--- src/hw/rtl/dfr_pkg.sv ---
package dfr_pkg;

	// Framing constants
	localparam logic [7:0] FLAG_BYTE = 8'h7E;
	localparam logic [7:0] ESC_BYTE  = 8'h7D;
	localparam logic [7:0] ESC_XOR   = 8'h20;

	// Payload store size default, and the store address width that caps it at 64 bytes
	localparam int BUFFER_BYTES_DEF = 64;
	localparam int STORE_ADDR_W     = 6;

	// Frame command queue
	localparam int CMDQ_DEPTH = 2;

	// Register map, indexed by paddr[2]
	localparam logic REG_CRC_POLY = 1'b0;
	localparam logic REG_CRC_INIT = 1'b1;

	// Reset values of the registers
	localparam logic [7:0] CRC_POLY_RST = 8'h07;
	localparam logic [7:0] CRC_INIT_RST = 8'h00;

	// How the front end treats one received byte
	typedef enum logic [2:0] {
		CLS_FLAG,
		CLS_ESC,
		CLS_LEN,
		CLS_CHECK,
		CLS_DATA
	} item_class_t;

	// Drain sequencer states
	typedef enum logic {
		DR_IDLE,
		DR_RUN
	} drain_state_t;

	// Store write port, front to back
	typedef struct packed {
		logic                    en;
		logic [STORE_ADDR_W-1:0] addr;
		logic [7:0]              data;
	} store_wr_t;

	// Frame command, front to queue
	typedef struct packed {
		logic       valid;
		logic [7:0] length;
	} cmd_push_t;

	// Back-end status seen by the front end
	typedef struct packed {
		logic busy;
		logic q_full;
	} back_status_t;

	// One CRC8 byte update, MSB first
	function automatic logic [7:0] crc8_step(input logic [7:0] crc, input logic [7:0] data,
			input logic [7:0] poly);
		logic [7:0] c;
		c = crc ^ data;
		for (int b = 0; b < 8; b++) begin
			if (c[7]) begin
				c = {c[6:0], 1'b0} ^ poly;
			end else begin
				c = {c[6:0], 1'b0};
			end
		end
		return c;
	endfunction

endpackage

--- src/hw/rtl/dfr_front.sv ---
module dfr_front #(
	parameter int BUFFER_BYTES = dfr_pkg::BUFFER_BYTES_DEF
) (
	input  logic                 clk,
	input  logic                 arst_n,
	input  logic                 rx_valid,
	output logic                 rx_stall,
	input  logic [7:0]           rx_byte,
	input  logic [7:0]           crc_poly,
	input  logic [7:0]           crc_seed,
	input  dfr_pkg::back_status_t status,
	output dfr_pkg::store_wr_t   store_wr,
	output dfr_pkg::cmd_push_t   cmd_push
);
	import dfr_pkg::*;

	localparam int IDX_W = $clog2(BUFFER_BYTES);

	logic [IDX_W-1:0] idx_q;
	logic [7:0]       len_q;
	logic             esc_q;
	logic [7:0]       crc_q;

	item_class_t cls;
	logic [7:0]  data;
	logic        crc_match;
	logic        accept;

	// Undo the escape and classify the byte
	always_comb begin
		data = esc_q ? (rx_byte ^ ESC_XOR) : rx_byte;
		if (rx_byte == FLAG_BYTE) begin
			cls = CLS_FLAG;
		end else if (rx_byte == ESC_BYTE) begin
			cls = CLS_ESC;
		end else if (idx_q == '0 && len_q == 8'd0) begin
			cls = CLS_LEN;
		end else if (8'(idx_q) == len_q) begin
			cls = CLS_CHECK;
		end else begin
			cls = CLS_DATA;
		end
	end

	assign crc_match = (crc_q == data);

	// Hold a store write while a frame waits or drains; hold a frame when the queue is full
	assign rx_stall = (cls == CLS_DATA && status.busy) ||
		(cls == CLS_CHECK && crc_match && status.q_full);
	assign accept = rx_valid && !rx_stall;

	// Write payload bytes into the store
	assign store_wr.en   = accept && cls == CLS_DATA;
	assign store_wr.addr = STORE_ADDR_W'(idx_q);
	assign store_wr.data = data;

	// Hand a passing frame to the back end
	assign cmd_push.valid  = accept && cls == CLS_CHECK && crc_match;
	assign cmd_push.length = len_q;

	// Advance the frame state
	always_ff @(posedge clk or negedge arst_n) begin
		if (!arst_n) begin
			idx_q <= '0;
			len_q <= 8'd0;
			esc_q <= 1'b0;
			crc_q <= CRC_INIT_RST;
		end else if (accept) begin
			case (cls)
				CLS_FLAG: begin
					idx_q <= '0;
					len_q <= 8'd0;
					esc_q <= 1'b0;
					crc_q <= crc_seed;
				end
				CLS_ESC: begin
					esc_q <= 1'b1;
				end
				CLS_LEN: begin
					esc_q <= 1'b0;
					len_q <= data;
					crc_q <= crc8_step(crc_q, data, crc_poly);
				end
				CLS_CHECK: begin
					esc_q <= 1'b0;
					idx_q <= '0;
				end
				CLS_DATA: begin
					esc_q <= 1'b0;
					crc_q <= crc8_step(crc_q, data, crc_poly);
					if (idx_q == IDX_W'(BUFFER_BYTES - 1)) begin
						idx_q <= '0;
					end else begin
						idx_q <= idx_q + 1'b1;
					end
				end
				default: begin
					esc_q <= esc_q;
				end
			endcase
		end
	end

`ifndef SYNTH
	a_no_write_while_busy: assert property (@(posedge clk) disable iff (!arst_n)
		store_wr.en |-> !status.busy)
		else $error("store written while a frame drains");
	a_no_push_when_full: assert property (@(posedge clk) disable iff (!arst_n)
		cmd_push.valid |-> !status.q_full)
		else $error("frame pushed into a full queue");
	a_push_nonzero: assert property (@(posedge clk) disable iff (!arst_n)
		cmd_push.valid |-> (cmd_push.length != 8'd0 && cmd_push.length < 8'(BUFFER_BYTES)))
		else $error("frame length out of range");
`endif

endmodule

--- src/hw/rtl/dfr_cmdq.sv ---
module dfr_cmdq (
	input  logic               clk,
	input  logic               arst_n,
	input  dfr_pkg::cmd_push_t push,
	input  logic               pop,
	output logic [7:0]         head_length,
	output logic               empty,
	output logic               full
);
	import dfr_pkg::*;

	localparam int PTR_W = $clog2(CMDQ_DEPTH);
	localparam int CNT_W = $clog2(CMDQ_DEPTH + 1);

	logic [7:0]       entry_q [CMDQ_DEPTH];
	logic [PTR_W-1:0] wr_ptr_q;
	logic [PTR_W-1:0] rd_ptr_q;
	logic [CNT_W-1:0] count_q;
	logic             do_push;
	logic             do_pop;

	assign empty       = (count_q == '0);
	assign full        = (count_q == CNT_W'(CMDQ_DEPTH));
	assign head_length = entry_q[rd_ptr_q];
	assign do_push     = push.valid && !full;
	assign do_pop      = pop && !empty;

	// Store frame lengths
	always_ff @(posedge clk) begin
		if (do_push) begin
			entry_q[wr_ptr_q] <= push.length;
		end
	end

	// Advance pointers and count
	always_ff @(posedge clk or negedge arst_n) begin
		if (!arst_n) begin
			wr_ptr_q <= '0;
			rd_ptr_q <= '0;
			count_q  <= '0;
		end else begin
			if (do_push) begin
				wr_ptr_q <= (wr_ptr_q == PTR_W'(CMDQ_DEPTH - 1)) ? '0 : wr_ptr_q + 1'b1;
			end
			if (do_pop) begin
				rd_ptr_q <= (rd_ptr_q == PTR_W'(CMDQ_DEPTH - 1)) ? '0 : rd_ptr_q + 1'b1;
			end
			if (do_push && !do_pop) begin
				count_q <= count_q + 1'b1;
			end else if (do_pop && !do_push) begin
				count_q <= count_q - 1'b1;
			end
		end
	end

`ifndef SYNTH
	a_count_bound: assert property (@(posedge clk) disable iff (!arst_n)
		count_q <= CNT_W'(CMDQ_DEPTH))
		else $error("queue count overflow");
	a_ptr_gap: assert property (@(posedge clk) disable iff (!arst_n)
		(count_q == '0 || full) |-> (wr_ptr_q == rd_ptr_q))
		else $error("queue pointers disagree with count");
	a_pop_changes_head: assert property (@(posedge clk) disable iff (!arst_n)
		do_pop |=> (rd_ptr_q != $past(rd_ptr_q)))
		else $error("pop did not advance read pointer");
`endif

endmodule

--- src/hw/rtl/dfr_drain.sv ---
module dfr_drain #(
	parameter int BUFFER_BYTES = dfr_pkg::BUFFER_BYTES_DEF
) (
	input  logic               clk,
	input  logic               arst_n,
	input  dfr_pkg::store_wr_t store_wr,
	input  logic [7:0]         q_length,
	input  logic               q_empty,
	output logic               q_pop,
	output logic               running,
	output logic               out_valid,
	input  logic               out_stall,
	output logic [7:0]         payload_byte,
	output logic [7:0]         frame_length,
	output logic               last_of_frame
);
	import dfr_pkg::*;

	localparam int IDX_W = $clog2(BUFFER_BYTES);

	logic [7:0]       mem_q [BUFFER_BYTES];
	drain_state_t     state_q;
	drain_state_t     state_nx;
	logic [IDX_W-1:0] rd_idx_q;
	logic [7:0]       len_q;
	logic             rd_issue;
	logic             rd_last;
	logic             rd_valid_s1;
	logic [7:0]       rd_data_s1;
	logic             last_s1;
	logic             out_valid_q;
	logic [7:0]       payload_q;
	logic [7:0]       length_q;
	logic             last_q;
	logic             out_free;

	assign out_free = !out_valid_q || !out_stall;
	assign rd_last  = ((8'(rd_idx_q) + 8'd1) == len_q);

	// Next state
	always_comb begin
		state_nx = state_q;
		case (state_q)
			DR_IDLE: if (!q_empty) state_nx = DR_RUN;
			DR_RUN:  if (rd_issue && rd_last) state_nx = DR_IDLE;
			default: state_nx = DR_IDLE;
		endcase
	end

	// Sequencer outputs
	always_comb begin
		q_pop    = 1'b0;
		rd_issue = 1'b0;
		case (state_q)
			DR_IDLE: q_pop = !q_empty;
			DR_RUN:  rd_issue = !rd_valid_s1 && out_free;
			default: begin
				q_pop    = 1'b0;
				rd_issue = 1'b0;
			end
		endcase
	end

	assign running = (state_q == DR_RUN);

	// Payload store: one write port, one registered read port
	always_ff @(posedge clk) begin
		if (store_wr.en) begin
			mem_q[store_wr.addr[IDX_W-1:0]] <= store_wr.data;
		end
		if (rd_issue) begin
			rd_data_s1 <= mem_q[rd_idx_q];
			last_s1    <= rd_last;
		end
	end

	// Load frame, advance read index
	always_ff @(posedge clk or negedge arst_n) begin
		if (!arst_n) begin
			state_q     <= DR_IDLE;
			rd_idx_q    <= '0;
			len_q       <= 8'd0;
			rd_valid_s1 <= 1'b0;
		end else begin
			state_q     <= state_nx;
			rd_valid_s1 <= rd_issue;
			if (q_pop) begin
				len_q    <= q_length;
				rd_idx_q <= '0;
			end else if (rd_issue) begin
				rd_idx_q <= rd_idx_q + 1'b1;
			end
		end
	end

	// Output register: take read data, drop it on transfer
	always_ff @(posedge clk or negedge arst_n) begin
		if (!arst_n) begin
			out_valid_q <= 1'b0;
		end else if (rd_valid_s1) begin
			out_valid_q <= 1'b1;
		end else if (!out_stall) begin
			out_valid_q <= 1'b0;
		end
	end

	always_ff @(posedge clk) begin
		if (rd_valid_s1) begin
			payload_q <= rd_data_s1;
			length_q  <= len_q;
			last_q    <= last_s1;
		end
	end

	assign out_valid     = out_valid_q;
	assign payload_byte  = payload_q;
	assign frame_length  = length_q;
	assign last_of_frame = last_q;

`ifndef SYNTH
	a_s1_finds_room: assert property (@(posedge clk) disable iff (!arst_n)
		rd_valid_s1 |-> out_free)
		else $error("read data arrived at a full output register");
	a_run_len: assert property (@(posedge clk) disable iff (!arst_n)
		running |-> (len_q != 8'd0 && 8'(rd_idx_q) < len_q))
		else $error("read index beyond frame length");
	a_no_back_to_back_read: assert property (@(posedge clk) disable iff (!arst_n)
		rd_valid_s1 |-> !rd_issue)
		else $error("read issued while read data pending");
	a_no_write_during_run: assert property (@(posedge clk) disable iff (!arst_n)
		running |-> !store_wr.en)
		else $error("store written while draining");
`endif

endmodule

--- src/hw/rtl/escaped_length_crc8_deframer_unit.sv ---
// Channel   Direction  Handshake             Payload
// rx        in         rx_valid / rx_stall   rx_byte
// out       out        out_valid / out_stall payload_byte, frame_length, last_of_frame
// apb       in/out     psel, penable, pready crc_polynomial at 0x0, crc_initial at 0x4
//
// The front end takes one received byte per cycle while it does not stall; a payload
// byte is stalled while a passed frame still waits or is read out of the store, so a
// frame arriving right after one that passed takes its first payload byte only once
// that frame has drained. The drain reads the store through its registered read port
// into a single output register and issues a new read only once the previous one has
// left the port and the register is free. A frame is queued when its check byte is
// accepted; the drain then pops it, reads its first byte and offers it from the output
// register. Reset clears all control state at once; the store needs no clearing pass.
module escaped_length_crc8_deframer_unit #(
	parameter int BUFFER_BYTES = dfr_pkg::BUFFER_BYTES_DEF
) (
	input  logic        clk,
	input  logic        arst_n,
	input  logic        rx_valid,
	output logic        rx_stall,
	input  logic [7:0]  rx_byte,
	output logic        out_valid,
	input  logic        out_stall,
	output logic [7:0]  payload_byte,
	output logic [7:0]  frame_length,
	output logic        last_of_frame,
	input  logic        psel,
	input  logic        penable,
	input  logic        pwrite,
	input  logic [2:0]  paddr,
	input  logic [31:0] pwdata,
	output logic [31:0] prdata,
	output logic        pready
);
	import dfr_pkg::*;

	logic [7:0]   crc_poly_q;
	logic [7:0]   crc_seed_q;
	logic         cfg_write;
	store_wr_t    store_wr;
	cmd_push_t    cmd_push;
	back_status_t status;
	logic [7:0]   q_length;
	logic         q_empty;
	logic         q_full;
	logic         q_pop;
	logic         running;

	// Register port
	assign pready    = 1'b1;
	assign cfg_write = psel && penable && pwrite && pready;

	always_ff @(posedge clk or negedge arst_n) begin
		if (!arst_n) begin
			crc_poly_q <= CRC_POLY_RST;
			crc_seed_q <= CRC_INIT_RST;
		end else if (cfg_write) begin
			case (paddr[2])
				REG_CRC_POLY: crc_poly_q <= pwdata[7:0];
				REG_CRC_INIT: crc_seed_q <= pwdata[7:0];
				default:      crc_poly_q <= crc_poly_q;
			endcase
		end
	end

	always_comb begin
		case (paddr[2])
			REG_CRC_POLY: prdata = {24'd0, crc_poly_q};
			REG_CRC_INIT: prdata = {24'd0, crc_seed_q};
			default:      prdata = 32'd0;
		endcase
	end

	// Back end is busy while any frame waits or drains
	assign status.busy   = running || !q_empty;
	assign status.q_full = q_full;

	dfr_front #(
		.BUFFER_BYTES(BUFFER_BYTES)
	) u_front (
		.clk      (clk),
		.arst_n   (arst_n),
		.rx_valid (rx_valid),
		.rx_stall (rx_stall),
		.rx_byte  (rx_byte),
		.crc_poly (crc_poly_q),
		.crc_seed (crc_seed_q),
		.status   (status),
		.store_wr (store_wr),
		.cmd_push (cmd_push)
	);

	dfr_cmdq u_cmdq (
		.clk         (clk),
		.arst_n      (arst_n),
		.push        (cmd_push),
		.pop         (q_pop),
		.head_length (q_length),
		.empty       (q_empty),
		.full        (q_full)
	);

	dfr_drain #(
		.BUFFER_BYTES(BUFFER_BYTES)
	) u_drain (
		.clk           (clk),
		.arst_n        (arst_n),
		.store_wr      (store_wr),
		.q_length      (q_length),
		.q_empty       (q_empty),
		.q_pop         (q_pop),
		.running       (running),
		.out_valid     (out_valid),
		.out_stall     (out_stall),
		.payload_byte  (payload_byte),
		.frame_length  (frame_length),
		.last_of_frame (last_of_frame)
	);

endmodule
--- config.mk ---
export PLATFORM = sky130hd
export DESIGN_NAME = escaped_length_crc8_deframer_unit
export DESIGN_NICKNAME = d
export VERILOG_FILES = /design/src/hw/rtl/dfr_pkg.sv /design/src/hw/rtl/dfr_front.sv /design/src/hw/rtl/dfr_cmdq.sv /design/src/hw/rtl/dfr_drain.sv /design/src/hw/rtl/escaped_length_crc8_deframer_unit.sv
export SDC_FILE = /design/constraint.sdc
export NUM_CORES = 1
export LEC_CHECK = 0
export BUFFER_PORTS_ARGS = -buffer_cell sky130_fd_sc_hd__buf_2
export CORE_ASPECT_RATIO = 0.7
export CORE_MARGIN = 4
export CORE_UTILIZATION = 32
export CTS_CLUSTER_DIAMETER = 120
export CTS_CLUSTER_SIZE = 40
export DETAILED_ROUTE_END_ITERATION = 10
export GPL_TIMING_DRIVEN = 0
export PLACE_DENSITY = 0.48
export SLEW_MARGIN = 10
export SYNTH_ARGS = -nofsm -noshare
export SYNTH_HDL_FRONTEND = slang
export SYNTH_SLANG_ARGS = --single-unit
--- constraint.sdc ---
create_clock -name clk -period 7.9 [get_ports clk]
set_input_delay 0.395 -clock clk [delete_from_list [all_inputs] [get_ports clk]]
set_output_delay 0.395 -clock clk [all_outputs]
set_load 0.03 [all_outputs]
# Word level (Yosys, flattened, before mapping)
# Memory sizes are Yosys's and may differ from the RTL's. A register that Yosys moved wholly into a read port is not among the register bits.
# Cells that the tools add are included.
[word_totals]
ff_bits = 70
ramBits = 528
inputBits = 50
output_inout_bits = 52
word_cells = 174
memories = 2
[memory_table]
columns = ["memory", "words", "word_bits", "rd", "rd_ports_with_merged_regs", "wr", "line_no", "text"]
rows = [
  ["u_drain.mem_q", 64, 8, 1, 1, 1, "dfr_drain.sv:21", "logic [7:0] mem_q [BUFFER_BYTES];"],
  ["u_cmdq.entry_q", 2, 8, 1, 1, 1, "dfr_cmdq.sv:15", "logic [7:0] entry_q [CMDQ_DEPTH];"],
]
[op_classes]
addsub = 7
eq_ne = 12
n_mux = 71
bitwise_logic = 19
n_reduce_logical = 46
[ops]
columns = ["op", "count"]
rows = [
  ["two-way mux 8 bit", 43],
  ["bitwise XOR 8 bit", 16],
  ["case mux 32 bit (2 select lines)", 1],
  ["two-way mux 6 bit", 4],
  ["case mux 8 bit (3 select lines)", 1],
  ["equality test 8 x 7 -> 1 bit (second input constant)", 2],
  ["equality test 8 bit", 2],
  ["logical AND 1 bit", 16],
  ["case mux 8 bit (2 select lines)", 1],
  ["adder 6 x 1 -> 6 bit (second input constant)", 2],
  ["two-way mux 1 bit", 12],
  ["two-way mux 3 bit", 4],
  ["case mux 6 bit (2 select lines)", 1],
  ["AND reduction 2 bit", 6],
  ["nonzero test 2 bit", 5],
  ["logical NOT 1 bit", 9],
  ["equality test 6 x 8 -> 1 bit", 1],
  ["logical NOT 8 bit", 1],
  ["adder 6 x 1 -> 7 bit (second input constant)", 1],
  ["equality test 3 x 2 -> 1 bit (second input constant)", 2],
  ["equality test 6 bit (second input constant)", 1],
  ["logical NOT 6 bit", 1],
  ["two-way mux 2 bit", 2],
  ["case mux 1 bit (2 select lines)", 2],
  ["other kinds (14)", 19],
]

# Longest topological paths before layout
# Gate-level depths: netlist of run 1.
[logic_depth]
depth_word = 39
mapped_depth = 15

# Cells and area by module
# From an unflattened synthesis of run 1, not the netlist that was laid out.
[hier_totals]
cells_unflattened = 1567
hier_area_um2 = 26439.1
[by_module_without_submodules]
columns = ["module", "instances", "cells_each", "area_each_um2", "seq_area_each_um2"]
rows = [
  ["dfr_drain", 1, 1019, 21565.7, 16580.9],
  ["dfr_front", 1, 433, 3166.8, 575.6],
  ["escaped_length_crc8_deframer_unit", 1, 71, 932.1, 404.1],
  ["dfr_cmdq", 1, 44, 774.5, 580.6],
]

# Worst setup path before layout of run 1
# Ideal clock, no wire load.
[synth_timing]
path_type = "input -> register"
from = "input port rx_byte[5]"
to = "register u_front.crc_q[2]"
setup_time_ns = 0.083
t_arrival_ns = 3.679
slack_ns = 4.138
stages = 12
path_cell_list = "xor3_2 -> xnor2_1 -> mux2_4 -> or4_4 -> o21ai_2 -> xnor3_2 -> xor2_1 -> nand2_1 -> a31oi_4 -> mux2i_1 -> xnor3_1 -> o21ai_0"
[synth_between]
elab_chain_len = 32
[synth_lines]
columns = ["element", "line_no", "text"]
rows = [
  ["from (decl)", "escaped_length_crc8_deframer_unit.sv:21", "input logic [7:0] rx_byte,"],
  ["inverter 1 bit (no source line)", "n/a", ""],
  ["two-way mux 6 bit", "dfr_front.sv:31", "data = esc_q ? (rx_byte ^ ESC_XOR) : rx_byte;"],
  ["bitwise XOR 8 bit", "dfr_pkg.sv:61", "c = crc ^ data;"],
  ["bitwise XOR 8 bit", "dfr_pkg.sv:64", "c = {c[6:0], 1'b0} ^ poly;"],
  ["two-way mux 8 bit", "dfr_pkg.sv:63", "if (c[7]) begin"],
  ["two-way mux 8 bit", "dfr_front.sv:69", "case (cls)"],
  ["two-way mux 8 bit", "dfr_front.sv:68", "end else if (accept) begin"],
  ["bitwise XOR 8 bit", "dfr_pkg.sv:64", ""],
  ["[... 16 more ...]", "n/a", ""],
  ["two-way mux 8 bit, on equally long branches", "dfr_front.sv:68, dfr_front.sv:69", ""],
  ["bitwise XOR 8 bit / two-way mux 8 bit (equally long branches)", "dfr_pkg.sv:64, dfr_front.sv:68", ""],
  ["two-way mux 8 bit / bitwise XOR 8 bit (equally long branches)", "dfr_pkg.sv:63, dfr_pkg.sv:64", ""],
  ["two-way mux 8 bit, on equally long branches", "dfr_front.sv:69, dfr_pkg.sv:63", ""],
  ["two-way mux 8 bit, on equally long branches", "dfr_front.sv:68, dfr_front.sv:69", ""],
  ["bitwise XOR 8 bit / two-way mux 8 bit (equally long branches)", "dfr_pkg.sv:64, dfr_front.sv:68", ""],
  ["two-way mux 8 bit", "dfr_pkg.sv:63", ""],
  ["case mux 8 bit (3 select lines)", "dfr_front.sv:69", ""],
  ["to (signal assigned)", "dfr_front.sv:74", "crc_q <= crc_seed;"],
  ["to (signal assigned)", "dfr_front.sv:82", "crc_q <= crc8_step(crc_q, data, crc_poly);"],
  ["to (signal assigned)", "dfr_front.sv:90", "crc_q <= crc8_step(crc_q, data, crc_poly);"],
  ["to (decl)", "dfr_front.sv:22", "logic [7:0] crc_q;"],
]
# Several ways; a longest one is shown, not always the timed one. The select of a mux whose other input is x is not followed.
# A chain may end at the register's enable or synchronous reset.

# Worst setup path after layout of run 1
[layout_timing]
from = "register u_front.crc_q[6]"
to = "register u_front.crc_q[5]"
[layout_between]
elab_chain_len = 30
[layout_lines]
columns = ["element", "line_no"]
rows = [
  ["bitwise XOR 8 bit", "dfr_pkg.sv:61"],
  ["bitwise XOR 8 bit", "dfr_pkg.sv:64"],
  ["two-way mux 8 bit", "dfr_pkg.sv:63"],
  ["two-way mux 8 bit", "dfr_front.sv:69"],
  ["two-way mux 8 bit", "dfr_front.sv:68"],
  ["two-way mux 8 bit", "dfr_pkg.sv:63"],
  ["two-way mux 8 bit", "dfr_front.sv:69"],
  ["two-way mux 8 bit", "dfr_front.sv:68"],
  ["[... 14 more ...]", "n/a"],
  ["two-way mux 8 bit, on equally long branches", "dfr_front.sv:68, dfr_front.sv:69"],
  ["bitwise XOR 8 bit / two-way mux 8 bit (equally long branches)", "dfr_pkg.sv:64, dfr_front.sv:68"],
  ["two-way mux 8 bit / bitwise XOR 8 bit (equally long branches)", "dfr_pkg.sv:63, dfr_pkg.sv:64"],
  ["two-way mux 8 bit, on equally long branches", "dfr_front.sv:69, dfr_pkg.sv:63"],
  ["two-way mux 8 bit, on equally long branches", "dfr_front.sv:68, dfr_front.sv:69"],
  ["bitwise XOR 8 bit / two-way mux 8 bit (equally long branches)", "dfr_pkg.sv:64, dfr_front.sv:68"],
  ["two-way mux 8 bit", "dfr_pkg.sv:63"],
  ["case mux 8 bit (3 select lines)", "dfr_front.sv:69"],
]
# Several ways; a longest one is shown, not always the timed one. The select of a mux whose other input is x is not followed.

==> flow_metrics.tcl, run 1 <==
set metrics [dict create \
    status "finished, final reports clean" \
    avgSynthCellArea_um2 18.1 \
    io_buffers 50 \
    cts.sinks 614 \
    fin_crit_sh 0.623 \
    period_needed_ns 4.92 \
    ys_ff_latch 614 \
    post_cts_buffers 0 \
    ys_seq_area_frac 0.698 \
    crit_path_start_kind "register" \
    path_max_fanout 10 \
    whs_path_depth 3 \
    num_rows 87 \
    route.detailed.drc 0 \
    setup_tns_ns 0 \
    pwr-share-clk 0.142 \
    via_count 13500 \
    pre_cts_ws_ns 2.27 \
    grt_pass1_wl_mm 96.2 \
    wire_per_inst_um 25.5 \
    setup_viol 0 \
    dr.first_iter.drc_count 1483 \
    rsz0062_at_grt "false" \
    path_class "register to register" \
    drt-vias-per-instance 5.16 \
    grt_busiest_layer "met1" \
    fmax_mhz 203 \
    clk_pin_slew_ns 0.15 \
    power_density_nw_per_um2 355 \
    dp_cells 2581 \
    p_int_w 0.00620 \
    ys.flop_type "edfxtp_1" \
    grt-ovfl-total 0 \
    switchingPower_w 0.00385 \
    ys_warn_count 0 \
    io_pins 102 \
    cts_tree "done" \
    combPwrFrac 0.469 \
    grt_util_met3 0.0385 \
    dr.pass1.iters 5 \
    synthCells 1436 \
    die_x_um 349 \
    hpwl_mm 45.3 \
    worstSkewPairLatency_ns 0.59 \
    min_path_type "input port to register" \
    ctsHtreeMaxLevel 1 \
    postCtsHoldBufs 1 \
    synth.distinct_cells 70 \
    core-area_um2 80600 \
    worstMarginPinSlew_ns 1.14 \
    ctsResizeCount 0 \
    cts_buffers 19 \
    peakVddDrop_uv 646 \
    gp_congestion 0.789 \
    globalRouteMet1Util 0.242 \
    clk_path_buf_depth 3 \
    drive_gt1_frac 0.203 \
    fin_ws_ns 2.98 \
    finalHoldViolations 0 \
    synth_edf_count 554 \
    ant_nets 0 \
    syn_area_um2 26000 \
    synthArstFlopShare 0.0977 \
    final_nets 1589 \
    grt_max_degree 69 \
    fp.dieH_um 246 \
    seqPwrFrac 0.389 \
    max_cap_violations 0 \
    die_area_um2 85900 \
    end_kind "register" \
    antenna_found_initial 4 \
    p_leak_nw 8.96 \
    areaGrowthSynthToFinish_pct 9.14 \
    fin_skew_ns 0.0226 \
    start_util 0.323 \
    final_util 0.352 \
    r2r_cells 13 \
    stdcell_count 2618 \
    cp.arrival_ns 5.39 \
    p_sw_frac 0.383 \
    use_met2 0.220 \
    critPathRequiredTime_ns 8.37 \
    power_w 0.0101 \
    grt_pass1_vias 13100 \
    globalRouteTotalUtil 0.154 \
    slew_viol_final 0 \
    cts_root_buffer "clkbuf_16" \
    routed_wl_mm 66.8 \
    timing.slew.headroom 0.238 \
]
==> kinds of logic after synthesis <==
kind of cell | Yosys count | share of synthesized area
mux | 211 | 0.163
simple gates | 290 | 0.0532
compound gates | 125 | 0.0306
flops | 614 | 0.698
buf+inv | 115 | 0.0208
other cells | 2 | 0.000289
xor+xnor | 75 | 0.0316
fa+ha+maj | 4 | 0.00193
==> cells in the mapped netlist, drive strengths merged (10+ instances only) <==
| cell type | count | area share |
|---|---|---|
| xnor3 | 10 | 0.0088 |
| a22o | 11 | 0.0037 |
| nand2 | 81 | 0.012 |
| mux4 | 168 | 0.15 |
| nand3 | 31 | 0.0060 |
| edfxtp | 554 | 0.64 |
| mux2 | 23 | 0.010 |
| xnor2 | 35 | 0.012 |
| and3 | 12 | 0.0031 |
| nor4 | 16 | 0.0039 |
| buf | 51 | 0.011 |
| clkbuf | 54 | 0.0079 |
| a21oi | 21 | 0.0040 |
| o21ai | 58 | 0.011 |
| xor2 | 29 | 0.010 |
| nor2 | 88 | 0.013 |
| inv | 10 | 0.0014 |
| nor3 | 12 | 0.0023 |
| dfrtp | 57 | 0.055 |
| mux2i | 20 | 0.0077 |
==> placed cells by master (no fill, tap or decap), drive strengths merged, types with 12 or more instances in the layout <==
cell type    n
nor2        88
buf        105
a21oi       21
inv         13
mux4       168
nand3       31
edfxtp     554
nor4        16
conb        25
and3        12
nand2       81
xor2        29
xnor2       35
dfrtp       57
mux2i       20
nor3        12
clkbuf      85
mux2        23
o21ai       58
==> stage by stage <==
step / hold slack [ns] / cell area, um^2
floorplan: 0.0994 / 26100
global placement: 0.403 / 27700
detailed placement: 0.407 / 27800
CTS: 0.00804 / 28300
global route: 0.0228 / 28400
finish: 0.0375 / 28400
==> power by group through the flow <==
stage / registers, W / clock network, W / logic, W
2_1_floorplan: 0.00401 / 0 / 0.00313
3_3_place_gp: 0.00399 / 0 / 0.00463
3_5_place_dp: 0.00399 / 0 / 0.00467
4_1_cts: 0.00392 / 0.00148 / 0.00469
5_1_grt: 0.00393 / 0.00159 / 0.00504
6_report: 0.00391 / 0.00143 / 0.00472
==> final cells by class <==
cell class | instances | area [um^2]
clock inverter | 3 | 37.5
fill | 7561 | 52200
sequential | 614 | 18100
antenna | 2 | 5.00
tap | 1068 | 1340
multi-input combinational | 730 | 7410
timing repair buffer | 55 | 368
inverter | 10 | 37.5
buffer | 105 | 505
clock buffer | 31 | 520
==> sequential cells by signal (all words and copies together), names as in the netlist <==
signal and flops:
u_drain.len_q 8, u_cmdq.rd_ptr_q 1, u_cmdq.wr_ptr_q 1, u_drain.rd_data_s1 8
u_drain.rd_valid_s1 1, u_drain.mem_q 512, u_drain.rd_idx_q 6, u_drain.running 1
u_front.esc_q 1, u_drain.last_of_frame 1, crc_seed_q 8, u_drain.out_valid 1
u_front.idx_q 6, u_front.crc_q 8, u_front.len_q 8, u_cmdq.entry_q 16
u_drain.payload_byte 8, u_drain.last_s1 1, crc_poly_q 8, u_drain.frame_length 8
u_cmdq.count_q 2
==> per-layer routing <==
metal	wire length, um	part of all wire
met2	28700	0.43
met4	694	0.010
met5	13	0.00019
met1	32700	0.49
met3	4600	0.069
==> critical path, stage by stage (launching register included) <==
cell      delay (ns)
dfrtp_1         0.45
xnor2_1         0.74
nor4_1          0.12
nor4_1          0.45
nand4_1         0.31
nor2_1          0.25
xnor3_2         0.58
a221oi_1        0.33
o211a_1         0.19
buf_4           0.15
mux2i_1         0.19
xnor3_1         0.42
xnor2_1         0.47
o21ai_0         0.15
==> path summary, 6_finish.rpt <==
path | from | end | slack, ns
setup / recovery | u_front.crc_q[6] | u_front.crc_q[5] | 2.98
hold / removal | out_stall | u_drain.out_valid | 0.04
setup reg to reg | u_front.crc_q[6] | u_front.crc_q[5] | 2.98
hold reg to reg | u_drain.last_s1 | u_drain.last_of_frame | 0.43
max in group asynchronous | arst_n | crc_seed_q[0] | 6.93
min in group asynchronous | arst_n | u_cmdq.wr_ptr_q | 0.43
Power figures use the tool's default switching activity.
==> run 2: changes to the inputs <==
--- a/config.mk
+++ b/config.mk
@@ -13,7 +13,7 @@
 export CTS_CLUSTER_SIZE = 40
 export DETAILED_ROUTE_END_ITERATION = 10
 export GPL_TIMING_DRIVEN = 0
-export PLACE_DENSITY = 0.48
+export PLACE_DENSITY = 0.49
 export SLEW_MARGIN = 10
 export SYNTH_ARGS = -nofsm -noshare
 export SYNTH_HDL_FRONTEND = slang
==> constraint.sdc (replaced) <==
create_clock -name clk -period 4.4 [get_ports clk]
set_input_delay 0.22 -clock clk [delete_from_list [all_inputs] [get_ports clk]]
set_output_delay 0.22 -clock clk [all_outputs]
set_load 0.03 [all_outputs]
==> flow_metrics.tcl, run 2 (synthesized netlist as in run 1, its figures left out) <==
set metrics [dict create \
    fin_ws_ns -0.0921 \
    start_util 0.323 \
    cp.arrival_ns 4.72 \
    whs_path_depth 1 \
    drive_gt1_frac 0.233 \
    route.detailed.drc 0 \
    timing.rr.end "u_drain.mem_q[17][3]" \
    slew_viol_final 0 \
    cts_root_buffer "clkbuf_16" \
    end_kind "register" \
    io_buffers 50 \
    mostFrequentLayoutCell "edfxtp_1" \
    min_path_type "input port to register" \
    routed_wl_mm 66.8 \
    violations "negative setup slack" \
    power_density_nw_per_um2 643 \
    core-area_um2 80600 \
    grt-ovfl-total 0 \
    grt_max_degree 69 \
    ant_nets 0 \
    gp_congestion 0.799 \
    worstHoldStart "rx_byte[1]" \
    peakVddDrop_uv 1090 \
    globalRouteTotalUtil 0.153 \
    ctsHtreeMaxLevel 1 \
    final_util 0.356 \
    crit_path_start_kind "register" \
    grt_pass1_wl_mm 96.0 \
    path_max_fanout 9 \
    drt-vias-per-instance 5.20 \
    cts.sinks 614 \
    io_pins 102 \
    stdcell_count 2629 \
    dp_cells 2581 \
    cts_buffers 19 \
    wire_per_inst_um 25.4 \
    largest_reg_flops 512 \
    fin_crit_sh 1.02 \
    timing.slew.headroom 0.0756 \
    die_area_um2 85900 \
    dr.first_iter.drc_count 1764 \
    die_x_um 349 \
    setup_viol 65 \
    r2r_cells 9 \
    dr.pass1.iters 7 \
    rsz0062_at_grt "true" \
    fin_skew_ns 0.0281 \
    cts_tree "done" \
    fp.dieH_um 246 \
    hpwl_mm 44.6 \
    critPathRequiredTime_ns 4.63 \
    reg2reg_from "u_front.idx_q[0]" \
    final_nets 1602 \
    clk_pin_slew_ns 0.15 \
    period_needed_ns 4.49 \
    grt_pass1_vias 13200 \
    layout_common_cells "edfxtp_1, mux4_2, nand2_1" \
    via_count 13700 \
    clk_path_buf_depth 3 \
    power_w 0.0185 \
    worstSkewPairLatency_ns 0.59 \
    max_cap_violations 0 \
    num_rows 87 \
    reg2reg_slack_ns -0.09 \
    areaGrowthSynthToFinish_pct 10.4 \
    finalHoldViolations 0 \
    holdPathEnd "u_drain.mem_q[12][1]" \
    p_leak_nw 9.08 \
    fmax_mhz 223 \
    status "finished, violations left" \
    worstMarginPinSlew_ns 1.39 \
    antenna_found_initial 6 \
    path_class "register to register" \
]
## run 2: cell count changes in the layout (fill, tap and decap cells not counted), sizes merged
cell           before  now
clkdlybuf4s15       0    2
clkbuf             85   84
inv                13   11
clkinv              0    1
dlygate4sd3         1   11
diode               2    1
buf               105  107
## run 2: metrics by stage
stage | TNS (ns) | hold WS [ns] | setup slack (ns) | instance area [um^2]
after global routing | -19.83 | 0.0938 | -0.220 | 28700
final | -2.50 | 0.115 | -0.0921 | 28700
after global placement | -254.57 | 0.405 | -0.991 | 27700
after detailed placement | -224.18 | 0.373 | -0.622 | 27800
after CTS | 0 | 0.0934 | 0.00473 | 28500
after floorplan | 0 | -0.0756 | 0.661 | 26100
## run 2: final cells by class
class / instances / area (um^2)
well taps: 1068 / 1340
clock buffers: 31 / 520
inverters: 10 / 37.5
multi-input cells: 730 / 7590
plain buffers: 103 / 517
clock inverters: 2 / 28.8
flip-flops and latches: 614 / 18100
repair buffers: 70 / 520
fillers: 7581 / 51900
diodes: 1 / 2.50
## run 2: how the worst max path moves through the flow
stage                           from                   end  slack (ns)  cells past startpoint
floorplan           u_front.crc_q[5]      u_front.crc_q[2]        0.66                     12
global placement          rx_byte[7]      u_front.crc_q[6]       -0.99                     15
detailed placement        rx_byte[7]      u_front.crc_q[5]       -0.62                     15
CTS                 u_front.idx_q[0]  u_drain.mem_q[13][1]       0.005                      9
global route        u_front.idx_q[0]  u_drain.mem_q[13][3]       -0.22                      9
finish              u_front.idx_q[0]  u_drain.mem_q[17][3]       -0.09                      9
## run 2: metal layers
layer  vias to the layer above  routed length (um)  track usage
met1                      7406               33100        0.245
li1                       5874                   -            -
met5                         -                   0            0
met2                       349               28500        0.217
met3                        36                4380       0.0342
met4                         0                 812       0.0196
## run 2: critical path, cell delays in order (launching register included)
cell and delay (ns):
dfrtp_1 0.38, clkbuf_1 0.33, inv_1 0.11, ha_1 0.22, nor4b_1 0.15, nand4_1 0.22
nand2_1 0.10, nor3_1 0.54, nand3_1 1.02, nor2_1 1.06
## run 2: repair_timing
item	4_1_cts	5_1_grt
endpoints found under the setup margin	12	285
resized for setup	9	46
pin swaps	0	5
endpoints found under the hold margin	75	0
gates cloned	0	0
hold buffers	11	0
buffers inserted	0	5
## run 2: report_power, final
| group | internal (W) | switching (W) |
|---|---|---|
| registers | 0.00675 | 0.000282 |
| clock network | 0.000850 | 0.00170 |
| logic | 0.00381 | 0.00506 |
| total | 0.0114 | 0.00705 |
